$ cat src/rtl/apra_pkg.sv
// Package with shared constants and types of the aligned page run allocator.
package apra_pkg;
	localparam int TABLE_ENTRIES_DEF = 64;
	localparam int PAGE_SHIFT = 12;
	localparam int PAGE_W = 20;
	localparam int ENTRY_W = 2 * PAGE_W;

	// Commands from the controller to the datapath.
	typedef enum logic [3:0] {
		CMD_NONE,
		CMD_LOAD,
		CMD_ADD,
		CMD_SCAN_START,
		CMD_SCAN_READ,
		CMD_SCAN_EVAL,
		CMD_SPLIT,
		CMD_CARVE,
		CMD_SHIFT_READ,
		CMD_SHIFT_WRITE,
		CMD_SHIFT_DONE,
		CMD_CLEAR_LAST
	} cmd_t;

	// Status from the datapath to the controller.
	typedef struct packed {
		logic mode;
		logic len_zero;
		logic table_full;
		logic scan_end;
		logic hit;
		logic top_zero;
		logic carve_empty;
		logic shift_end;
	} status_t;
endpackage

$ cat src/rtl/apra_if.sv
// Valid/ready channel interfaces for input and result items.
interface apra_in_if;
	logic        valid;
	logic        ready;
	logic        mode;
	logic [19:0] free_base_page;
	logic [19:0] free_page_count;
	logic [31:0] request_bytes;
	logic [31:0] align_bytes;
	modport source (output valid, mode, free_base_page, free_page_count,
		request_bytes, align_bytes, input ready);
	modport sink (input valid, mode, free_base_page, free_page_count,
		request_bytes, align_bytes, output ready);
endinterface

interface apra_out_if;
	logic        valid;
	logic        ready;
	logic [31:0] phys_address;
	logic        failed;
	logic        table_overflow;
	modport source (output valid, phys_address, failed, table_overflow, input ready);
	modport sink (input valid, phys_address, failed, table_overflow, output ready);
endinterface

$ cat src/rtl/apra_ram.sv
// Generic single-port-write, single-read RAM with registered read data.
module apra_ram #(
	parameter int WIDTH = 40,
	parameter int DEPTH = 64
) (
	input  logic                     clk,
	input  logic                     we,
	input  logic [$clog2(DEPTH)-1:0] waddr,
	input  logic [WIDTH-1:0]         wdata,
	input  logic [$clog2(DEPTH)-1:0] raddr,
	output logic [WIDTH-1:0]         rdata
);
	logic [WIDTH-1:0] mem [DEPTH];

	always_ff @(posedge clk) begin
		if (we) mem[waddr] <= wdata;
		rdata <= mem[raddr];
	end
endmodule

$ cat src/rtl/apra_datapath.sv
// Datapath: run table memory, scan index, request registers and arithmetic.
module apra_datapath #(
	parameter int TABLE_ENTRIES = apra_pkg::TABLE_ENTRIES_DEF
) (
	input  logic                 clk,
	input  logic                 arst_n,
	input  apra_pkg::cmd_t       cmd,
	input  logic                 pass2,
	apra_in_if.sink              in_ch,
	output apra_pkg::status_t    status,
	output logic [31:0]          phys_address
);
	localparam int IW = $clog2(TABLE_ENTRIES);
	localparam int CW = $clog2(TABLE_ENTRIES + 1);
	localparam int PW = apra_pkg::PAGE_W;

	logic [CW-1:0] used_q;
	logic [CW-1:0] idx_q;
	logic          mode_q;
	logic [PW-1:0] base_in_q, len_in_q, req_q, am_q;
	logic [PW-1:0] rbase, rlen, ebase_q, elen_q;
	logic [CW-1:0] pick_q;
	logic          we;
	logic [IW-1:0] waddr, raddr;
	logic [2*PW-1:0] wdata, rdata;

	apra_ram #(.WIDTH(2 * PW), .DEPTH(TABLE_ENTRIES)) u_ram (
		.clk(clk), .we(we), .waddr(waddr), .wdata(wdata),
		.raddr(raddr), .rdata(rdata)
	);

	assign rbase = rdata[2*PW-1:PW];
	assign rlen  = rdata[PW-1:0];

	// Per-entry tests on the word just read.
	logic [PW-1:0] low_bits, mis;
	logic [PW:0]   need;
	logic          fit_aligned, fit_split;
	assign low_bits    = rbase & am_q;
	assign mis         = am_q - low_bits + 1'b1;
	assign need        = {1'b0, req_q} + {1'b0, mis};
	assign fit_aligned = (low_bits == '0) && (rlen >= req_q);
	assign fit_split   = ({1'b0, rlen} >= need);

	// Split arithmetic on the held entry.
	logic [PW-1:0] emis, top_len, top_base;
	assign emis     = am_q - (ebase_q & am_q) + 1'b1;
	assign top_len  = elen_q - emis;
	assign top_base = ebase_q + emis;

	always_comb begin
		status.mode        = mode_q;
		status.len_zero    = (len_in_q == '0);
		status.table_full  = (used_q == CW'(TABLE_ENTRIES));
		status.scan_end    = (idx_q >= used_q);
		status.hit         = pass2 ? fit_split : fit_aligned;
		status.top_zero    = (top_len == '0);
		status.carve_empty = (elen_q == req_q);
		status.shift_end   = (idx_q + 1'b1 >= used_q);
	end

	// Memory port selection per command.
	always_comb begin
		we    = 1'b0;
		waddr = idx_q[IW-1:0];
		wdata = '0;
		raddr = idx_q[IW-1:0];
		case (cmd)
			apra_pkg::CMD_ADD: begin
				we = 1'b1; waddr = used_q[IW-1:0]; wdata = {base_in_q, len_in_q};
			end
			apra_pkg::CMD_SPLIT: begin
				we = 1'b1; waddr = pick_q[IW-1:0]; wdata = {ebase_q, emis};
			end
			apra_pkg::CMD_CARVE: begin
				we = 1'b1; waddr = pick_q[IW-1:0];
				wdata = {ebase_q + req_q, elen_q - req_q};
			end
			apra_pkg::CMD_SHIFT_READ: raddr = IW'(idx_q + 1'b1);
			apra_pkg::CMD_SHIFT_WRITE: begin
				we = 1'b1; waddr = idx_q[IW-1:0]; wdata = rdata;
			end
			apra_pkg::CMD_CLEAR_LAST: begin
				we = 1'b1; waddr = IW'(used_q - 1'b1); wdata = '0;
			end
			default: ;
		endcase
	end

	// Control registers: fill count and scan index.
	always_ff @(posedge clk or negedge arst_n) begin
		if (!arst_n) begin
			used_q <= '0;
			idx_q  <= '0;
		end else begin
			case (cmd)
				apra_pkg::CMD_ADD:         used_q <= used_q + 1'b1;
				apra_pkg::CMD_SCAN_START:  idx_q <= '0;
				apra_pkg::CMD_SCAN_EVAL:   idx_q <= idx_q + 1'b1;
				apra_pkg::CMD_SPLIT:       used_q <= used_q + 1'b1;
				apra_pkg::CMD_CARVE:       idx_q <= pick_q;
				apra_pkg::CMD_SHIFT_WRITE: idx_q <= idx_q + 1'b1;
				apra_pkg::CMD_CLEAR_LAST:  used_q <= used_q - 1'b1;
				default: ;
			endcase
		end
	end

	// Payload registers.
	always_ff @(posedge clk) begin
		case (cmd)
			apra_pkg::CMD_LOAD: begin
				mode_q    <= in_ch.mode;
				base_in_q <= in_ch.free_base_page;
				len_in_q  <= in_ch.free_page_count;
				req_q     <= in_ch.request_bytes[31:12];
				am_q      <= (in_ch.align_bytes[31:12] == '0) ? '0 :
					in_ch.align_bytes[31:12] - 1'b1;
				phys_address <= '0;
			end
			apra_pkg::CMD_SCAN_EVAL: begin
				ebase_q <= rbase;
				elen_q  <= rlen;
				pick_q  <= idx_q;
			end
			apra_pkg::CMD_SPLIT: begin
				ebase_q <= top_base;
				elen_q  <= top_len;
				pick_q  <= used_q;
			end
			apra_pkg::CMD_CARVE: phys_address <= {ebase_q, 12'h000};
			default: ;
		endcase
	end
endmodule

$ cat src/rtl/apra_ctrl.sv
// Controller state machine sequencing adds, scans, splits and compaction.
module apra_ctrl (
	input  logic              clk,
	input  logic              arst_n,
	input  apra_pkg::status_t status,
	input  logic              in_valid,
	input  logic              out_ready,
	output logic              in_ready,
	output logic              out_valid,
	output logic              failed,
	output logic              table_overflow,
	output apra_pkg::cmd_t    cmd,
	output logic              pass2
);
	typedef enum logic [3:0] {
		S_IDLE, S_DECODE, S_SREAD, S_SEVAL, S_SPLIT, S_CARVE,
		S_SHRD, S_SHWR, S_CLEAR, S_DONE
	} state_t;

	state_t state_q;
	assign in_ready = (state_q == S_IDLE) && !out_valid;

	always_comb begin
		cmd = apra_pkg::CMD_NONE;
		case (state_q)
			S_IDLE:   if (in_valid && in_ready) cmd = apra_pkg::CMD_LOAD;
			S_DECODE: cmd = status.mode ? apra_pkg::CMD_SCAN_START :
				((!status.len_zero && !status.table_full) ? apra_pkg::CMD_ADD :
				apra_pkg::CMD_NONE);
			S_SREAD:  cmd = apra_pkg::CMD_SCAN_READ;
			S_SEVAL:  if (status.scan_end)
				cmd = pass2 ? apra_pkg::CMD_NONE : apra_pkg::CMD_SCAN_START;
			else cmd = apra_pkg::CMD_SCAN_EVAL;
			S_SPLIT:  if (!status.table_full && !status.top_zero) cmd = apra_pkg::CMD_SPLIT;
			S_CARVE:  cmd = apra_pkg::CMD_CARVE;
			S_SHRD:   cmd = apra_pkg::CMD_SHIFT_READ;
			S_SHWR:   cmd = apra_pkg::CMD_SHIFT_WRITE;
			S_CLEAR:  cmd = apra_pkg::CMD_CLEAR_LAST;
			default:  cmd = apra_pkg::CMD_NONE;
		endcase
	end

	// A hit in either pass is captured, with its index, by the eval command.
	logic hold_hit;
	assign hold_hit = (state_q == S_SEVAL) && !status.scan_end && status.hit;

	// State and registered outputs.
	always_ff @(posedge clk or negedge arst_n) begin
		if (!arst_n) begin
			state_q <= S_IDLE; out_valid <= 1'b0; failed <= 1'b0;
			table_overflow <= 1'b0; pass2 <= 1'b0;
		end else begin
			if (out_valid && out_ready) out_valid <= 1'b0;
			case (state_q)
				S_IDLE: if (in_valid && in_ready) begin
					state_q <= S_DECODE; failed <= 1'b0;
					table_overflow <= 1'b0; pass2 <= 1'b0;
				end
				S_DECODE: if (status.mode) state_q <= S_SREAD;
				else begin
					table_overflow <= !status.len_zero && status.table_full;
					state_q <= S_DONE;
				end
				S_SREAD: state_q <= S_SEVAL;
				S_SEVAL: begin
					if (status.scan_end) begin
						if (pass2) begin failed <= 1'b1; state_q <= S_DONE; end
						else begin pass2 <= 1'b1; state_q <= S_SREAD; end
					end else if (hold_hit) state_q <= pass2 ? S_SPLIT : S_CARVE;
					else state_q <= S_SREAD;
				end
				S_SPLIT: begin
					if (status.table_full) begin
						failed <= 1'b1; table_overflow <= 1'b1; state_q <= S_DONE;
					end else if (status.top_zero) begin
						failed <= 1'b1; state_q <= S_DONE;
					end else state_q <= S_CARVE;
				end
				S_CARVE: state_q <= status.carve_empty ? S_SHRD : S_DONE;
				S_SHRD: state_q <= status.shift_end ? S_CLEAR : S_SHWR;
				S_SHWR: state_q <= S_SHRD;
				S_CLEAR: state_q <= S_DONE;
				S_DONE: begin out_valid <= 1'b1; state_q <= S_IDLE; end
				default: state_q <= S_IDLE;
			endcase
		end
	end

	// A result never appears while an item is still being worked on.
	a_out_idle: assert property (@(posedge clk) disable iff (!arst_n)
		out_valid |-> (state_q == S_IDLE)) else $error("result outside idle");
	// Overflow on an allocation always comes with failure.
	a_ovf_fail: assert property (@(posedge clk) disable iff (!arst_n)
		(out_valid && status.mode && table_overflow) |-> failed)
		else $error("overflow without failure");
	// Results only follow the done state.
	a_done: assert property (@(posedge clk) disable iff (!arst_n)
		$rose(out_valid) |-> $past(state_q == S_DONE)) else $error("stray result");
endmodule

$ cat src/rtl/aligned_page_run_allocator_core.sv
// Top level of the aligned page run allocator: controller plus datapath.
//  channel | dir | payload
//  in_ch   | in  | mode, free_base_page, free_page_count, request_bytes, align_bytes
//  out_ch  | out | phys_address, failed, table_overflow
// An allocation makes up to two scans of the table, each entry read and then
// judged through the registered RAM read port, plus a compaction that moves the
// later words down one place, each word read and then written back.
// One item is worked at a time; a new item is taken once the result is delivered.
// Reset empties the table at once through the fill count; no clearing pass.
module aligned_page_run_allocator_core #(
	parameter int TABLE_ENTRIES = apra_pkg::TABLE_ENTRIES_DEF
) (
	input logic      clk,
	input logic      arst_n,
	apra_in_if.sink  in_ch,
	apra_out_if.source out_ch
);
	apra_pkg::cmd_t    cmd;
	apra_pkg::status_t status;
	logic              pass2;

	apra_datapath #(.TABLE_ENTRIES(TABLE_ENTRIES)) u_dp (
		.clk(clk), .arst_n(arst_n), .cmd(cmd), .pass2(pass2), .in_ch(in_ch),
		.status(status), .phys_address(out_ch.phys_address)
	);

	apra_ctrl u_ctrl (
		.clk(clk), .arst_n(arst_n), .status(status), .in_valid(in_ch.valid),
		.out_ready(out_ch.ready), .in_ready(in_ch.ready), .out_valid(out_ch.valid),
		.failed(out_ch.failed), .table_overflow(out_ch.table_overflow),
		.cmd(cmd), .pass2(pass2)
	);
endmodule
$ cat src/flat_wrapper.sv
// flat-port wrapper written by rule: the top's interface ports become plain ports
module aligned_page_run_allocator_core_flat 
#(
	parameter int TABLE_ENTRIES = apra_pkg::TABLE_ENTRIES_DEF
)
  (clk, arst_n, in_ch_valid, in_ch_mode, in_ch_free_base_page, in_ch_free_page_count, in_ch_request_bytes, in_ch_align_bytes, in_ch_ready, out_ch_valid, out_ch_phys_address, out_ch_failed, out_ch_table_overflow, out_ch_ready);
  apra_in_if in_ch_i ();
  apra_out_if out_ch_i ();
  input logic clk;
  input logic arst_n;
  input wire logic [$bits(in_ch_i.valid)-1:0] in_ch_valid;
  input wire logic [$bits(in_ch_i.mode)-1:0] in_ch_mode;
  input wire logic [$bits(in_ch_i.free_base_page)-1:0] in_ch_free_base_page;
  input wire logic [$bits(in_ch_i.free_page_count)-1:0] in_ch_free_page_count;
  input wire logic [$bits(in_ch_i.request_bytes)-1:0] in_ch_request_bytes;
  input wire logic [$bits(in_ch_i.align_bytes)-1:0] in_ch_align_bytes;
  output wire logic [$bits(in_ch_i.ready)-1:0] in_ch_ready;
  output wire logic [$bits(out_ch_i.valid)-1:0] out_ch_valid;
  output wire logic [$bits(out_ch_i.phys_address)-1:0] out_ch_phys_address;
  output wire logic [$bits(out_ch_i.failed)-1:0] out_ch_failed;
  output wire logic [$bits(out_ch_i.table_overflow)-1:0] out_ch_table_overflow;
  input wire logic [$bits(out_ch_i.ready)-1:0] out_ch_ready;
  assign in_ch_i.valid = in_ch_valid;
  assign in_ch_i.mode = in_ch_mode;
  assign in_ch_i.free_base_page = in_ch_free_base_page;
  assign in_ch_i.free_page_count = in_ch_free_page_count;
  assign in_ch_i.request_bytes = in_ch_request_bytes;
  assign in_ch_i.align_bytes = in_ch_align_bytes;
  assign in_ch_ready = in_ch_i.ready;
  assign out_ch_valid = out_ch_i.valid;
  assign out_ch_phys_address = out_ch_i.phys_address;
  assign out_ch_failed = out_ch_i.failed;
  assign out_ch_table_overflow = out_ch_i.table_overflow;
  assign out_ch_i.ready = out_ch_ready;
  aligned_page_run_allocator_core #(.TABLE_ENTRIES(TABLE_ENTRIES)) u_core (.clk(clk), .arst_n(arst_n), .in_ch(in_ch_i), .out_ch(out_ch_i));
endmodule
$ cat config.mk
export PLATFORM = sky130hd
export DESIGN_NAME = aligned_page_run_allocator_core_flat
export DESIGN_NICKNAME = d
export VERILOG_FILES = /design/src/rtl/apra_pkg.sv /design/src/rtl/apra_if.sv /design/src/rtl/apra_ram.sv /design/src/rtl/apra_datapath.sv /design/src/rtl/apra_ctrl.sv /design/src/rtl/aligned_page_run_allocator_core.sv /design/src/flat_wrapper.sv
export SDC_FILE = /design/constraint.sdc
export NUM_CORES = 2
export LEC_CHECK = 0
export ABC_CLOCK_PERIOD_IN_PS = 13550
export BUFFER_PORTS_ARGS = -buffer_cell sky130_fd_sc_hd__buf_4
export CAP_MARGIN = 20
export CORE_AREA = 5 5 514 389
export CTS_BUF_LIST = sky130_fd_sc_hd__clkbuf_8
export DETAILED_ROUTE_END_ITERATION = 10
export DIE_AREA = 0 0 519 394
export HOLD_SLACK_MARGIN = 0.12
export PLACE_DENSITY_LB_ADDON = 0.1
export SLEW_MARGIN = 20
export SYNTH_ARGS = -nofsm -noshare
export SYNTH_HDL_FRONTEND = slang
export SYNTH_SLANG_ARGS = --single-unit
$ cat constraint.sdc
create_clock -name clk -period 13.55 [get_ports clk]
set_clock_uncertainty 0.15 [all_clocks]
set_input_delay 0.6775 -clock clk [delete_from_list [all_inputs] [get_ports clk]]
set_output_delay 0.6775 -clock clk [all_outputs]
set_load 0.005 [all_outputs]
==> metrics.md <==
| Metric | Value |
|---|---|
| Area of the mapped netlist | `around 110000 sq um` |
| Fill cell count | `12.9k` |
| Synth cell count leaders | `edfxtp_1 (2708), mux4_2 (815), nand2_1 (195)` |
| Die height | `394 um` |
| Cell count after synthesis | `5602` |
| Worst EP arrival | `around 10000 ps` |
| Final ANT Viol Nets | `0` |
| Setup ws final | `about 3800 ps` |
| Fin crit share | `0.723` |
| Vias per cell | `6.70` |
| Peak supply drop | `between 0.0004 and 0.0005 V` |
| Max-Cap Viols | `0` |
| Number of I/O port buffers | `approximately 110` |
| Ys flop type | `edfxtp_1` |
| Fin area | `around 130000 sq um` |
| Initial antenna violation count | `11` |
| Die W | `between 500 and 600 um` |
| Synth top area share | `0.713` |
| Worst r2r dst | `u_core.u_dp.u_ram.mem[0][15]$_DFFE_PP_` |
| Lkg Pwr | `about 43 nW` |
| First-pass GRT wire length | `about 440000 um` |
| H-tree Lvls | `5` |
| Final setup fails | `0` |
| Gpl congestion | `around 0.93` |
| Average routed wire per standard cell | `~34 um` |
| Final Power | `between 30 and 40 mW` |
| R2r setup slk | `between 3000 and 4000 ps` |
| Setup crit start kind | `flip-flop` |
| Final wirelength | `311000 um` |
| R2r worst-path depth | `22` |
| DP Wirelength | `~180000 um` |
| Pin count of the biggest net entering global routing | `137` |
| Setup crit end kind | `flip-flop` |
| Cell row count | `around 140` |
| Cts repair resizes | `0` |
| Remaining Overflow, GRT | `0` |
| Max Clock Freq | `~0.1 GHz` |
| Vias in the first global route | `58.9k` |
| Synth Register Bits | `around 2.8k` |
| Sequential area share after synthesis | `0.725` |
| Asr flop ratio synth | `0.00794` |
| Syn avg cell area | `20.3 sq um` |
| DP Area | `approximately 120000 sq um` |
| Hold-fix buffers at CTS | `98` |
| Setup bufs post-CTS | `0` |
| P per Cell Area | `approximately 240 nW/um^2` |
| Final nets | `between 6k and 7k` |
| Distinct cells, synth | `91` |
| Tot GR Track Use | `0.302` |
| # DRC | `0` |
| CP max FO | `41` |
| Starting DRT DRC Count | `between 8k and 9k` |
| Layout area overhead | `12.0%` |
| CTS tree | `done` |
| Root Driver | `clkbuf_8` |
| Clk_lat worst skew | `just under 1000 ps` |
| Fin. max-slew vios | `0` |
| Hold Crit Class | `in2async` |
| Final hold vios | `0` |
| Final setup TNS | `0 ps` |
| RSZ-0062 raised after global routing | `false` |
| Worst Path Required | `13940 ps` |
| Post-route minimum period | `about 9800 ps` |
| Largest cells by area after synthesis | `edfxtp_1 (71%), mux4_2 (16%), ha_1 (2.0%)` |
| Post-Layout Cell Count | `approximately 9.0k` |
| Setup WS pre-CTS | `just over 4000 ps` |
| 1st-pass router iterations | `8` |
| Fin Hold WS | `about 190 ps` |
| Total CTS buffers | `approximately 400` |
| Outcome | `completed` |
| Initial core utilization | `0.584` |
| Share of layout cells above drive strength 1 | `0.274` |
| Area leader, netlist | `edfxtp_1` |
| Setup CP Type | `reg2reg` |
| Relative slew slack | `0.192` |
| CTS Sinks | `about 2.8k` |
| Synth warn | `0` |
| CTS max path bufs | `4` |
| Final core occ | `0.654` |
| Post-synth EDFFs | `between 2k and 3k` |
| Clock-pin slew on the worst setup and hold paths | `approximately 70 ps` |
| Most frequent cell after synthesis | `edfxtp_1` |
| Io pins | `145` |
| Worst-margin pin slew | `1200 ps` |
| Post-Place Cells | `approximately 8.2k` |
| Via Count | `approximately 61k` |
| DIE AREA | `around 200000 sq um` |
| R2r startpoint | `u_core.u_dp.ebase_q[7]$_DFFE_PP_` |
| Core Region | `between 150000 and 200000 sq um` |
[registers in the layout, indices dropped and copies added (netlist names), 4 cells and up]
signal / flops
u_core.u_dp.u_ram.rdata: 40
u_core.u_dp.len_in_q: 20
u_core.u_dp.elen_q: 20
u_core.u_dp.used_q: 7
u_core.u_dp.u_ram.mem: 2560
u_core.u_dp.am_q: 20
u_core.u_dp.idx_q: 7
u_core.u_dp.base_in_q: 20
u_core.u_dp.ebase_q: 20
u_core.u_dp.req_q: 20
u_core.u_dp.phys_address: 20
u_core.u_ctrl.state_q: 4
u_core.u_dp.pick_q: 7
[worst max path at each step]
| stage | end | slack, ps | from |
|---|---|---|---|
| 5_1_grt | u_core.u_dp.u_ram.mem[4][12]$_DFFE_PP_ | 3400 | u_core.u_dp.ebase_q[7]$_DFFE_PP_ |
| 6_report | u_core.u_dp.u_ram.mem[0][15]$_DFFE_PP_ | 3750 | u_core.u_dp.ebase_q[7]$_DFFE_PP_ |
| 3_5_place_dp | u_core.u_dp.u_ram.mem[4][15]$_DFFE_PP_ | 4050 | u_core.u_dp.ebase_q[7]$_DFFE_PP_ |
| 3_3_place_gp | u_core.u_dp.u_ram.mem[4][15]$_DFFE_PP_ | 4180 | u_core.u_dp.ebase_q[7]$_DFFE_PP_ |
| 2_1_floorplan | u_core.u_dp.u_ram.mem[16][0]$_DFFE_PP_ | 3340 | u_core.u_dp.ebase_q[7]$_DFFE_PP_ |
| 4_1_cts | u_core.u_dp.u_ram.mem[4][12]$_DFFE_PP_ | 3970 | u_core.u_dp.ebase_q[7]$_DFFE_PP_ |
[cells by family (layout without fill, tap and decap cells)]
family / Yosys count / count (layout) / share of synthesized area
flip-flops: 2770 / 2770 / 0.725
multiplexers: 835 / 835 / 0.163
AND/OR/NAND/NOR: 671 / 671 / 0.0301
AO/OA/AOI/OAI: 564 / 564 / 0.0338
buffers and inverters: 413 / 1248 / 0.0143
adder cells (fa/ha/maj): 196 / 196 / 0.0218
XOR/XNOR: 151 / 151 / 0.0118
other: 2 / 22 / 0.0000659
[cell usage in the layout, fill, tap and decap left out, types with 24 or more instances in the layout]
master and count:
xor2_1 44, and2_1 28, xnor2_1 99, o21ai_0 90, a222oi_1 36, buf_4 283, mux4_2 815, a21o_1 53
nand2b_1 65, a21oi_1 120, clkbuf_8 424, nand3_1 34, clkinv_2 46, and3_1 32, nand2_1 180, nor2_1 106
o21ai_4 24, dlygate4sd3_1 97, clkinv_1 97, nor4_2 33, ha_1 181, a211oi_1 38, inv_1 270, edfxtp_1 2708
nor3_1 33, dfxtp_1 40
[layout make-up]
| cell class | count | area [sq um] | share of cell area |
|---|---|---|---|
| clock buffers | 424 | 5840 | 0.0457 |
| clock inverters | 302 | 1450 | 0.0114 |
| inverters | 132 | 497 | 0.00389 |
| well taps | 2574 | 3220 | 0.0252 |
| diodes | 6 | 15.0 | 0.000118 |
| multi-input cells | 2433 | 30700 | 0.240 |
| repair buffers | 390 | 3280 | 0.0257 |
| flip-flops and latches | 2770 | 82700 | 0.648 |
[critical path: stages, from the launching register on]
cell and delay [ps]:
edfxtp_1 470, nand2b_1 210, ha_1 400, a2111oi_0 470, o21ai_1 250, a221oi_1 630
o21bai_1 240, a21oi_1 260, o21bai_1 110, a21oi_1 180, xnor2_1 250, inv_1 90
ha_1 390, or2_2 310, maj3_1 360, maj3_1 360, o21ai_0 100, xnor2_1 380
a31o_4 680, a21boi_0 370, or2_2 750, nor4b_2 830, buf_4 940
[layer usage]
| layer | track usage | routed length, um | part of all wire |
|---|---|---|---|
| met1 | 0.469 | 126000 | 0.41 |
| met2 | 0.432 | 137000 | 0.44 |
| met5 | 0 | 23 | 0.000074 |
| met3 | 0.0757 | 37800 | 0.12 |
| met4 | 0.0888 | 9620 | 0.031 |
[power by group]
group	switching, mW	total, mW	internal (mW)	leakage [nW]
clock	3.16	6.17	3.01	4.25
combinational	7.45	12.3	4.83	13.3
sequential	0.505	12.0	11.5	25.6
No activity file was read; power rests on OpenSTA's default activity.
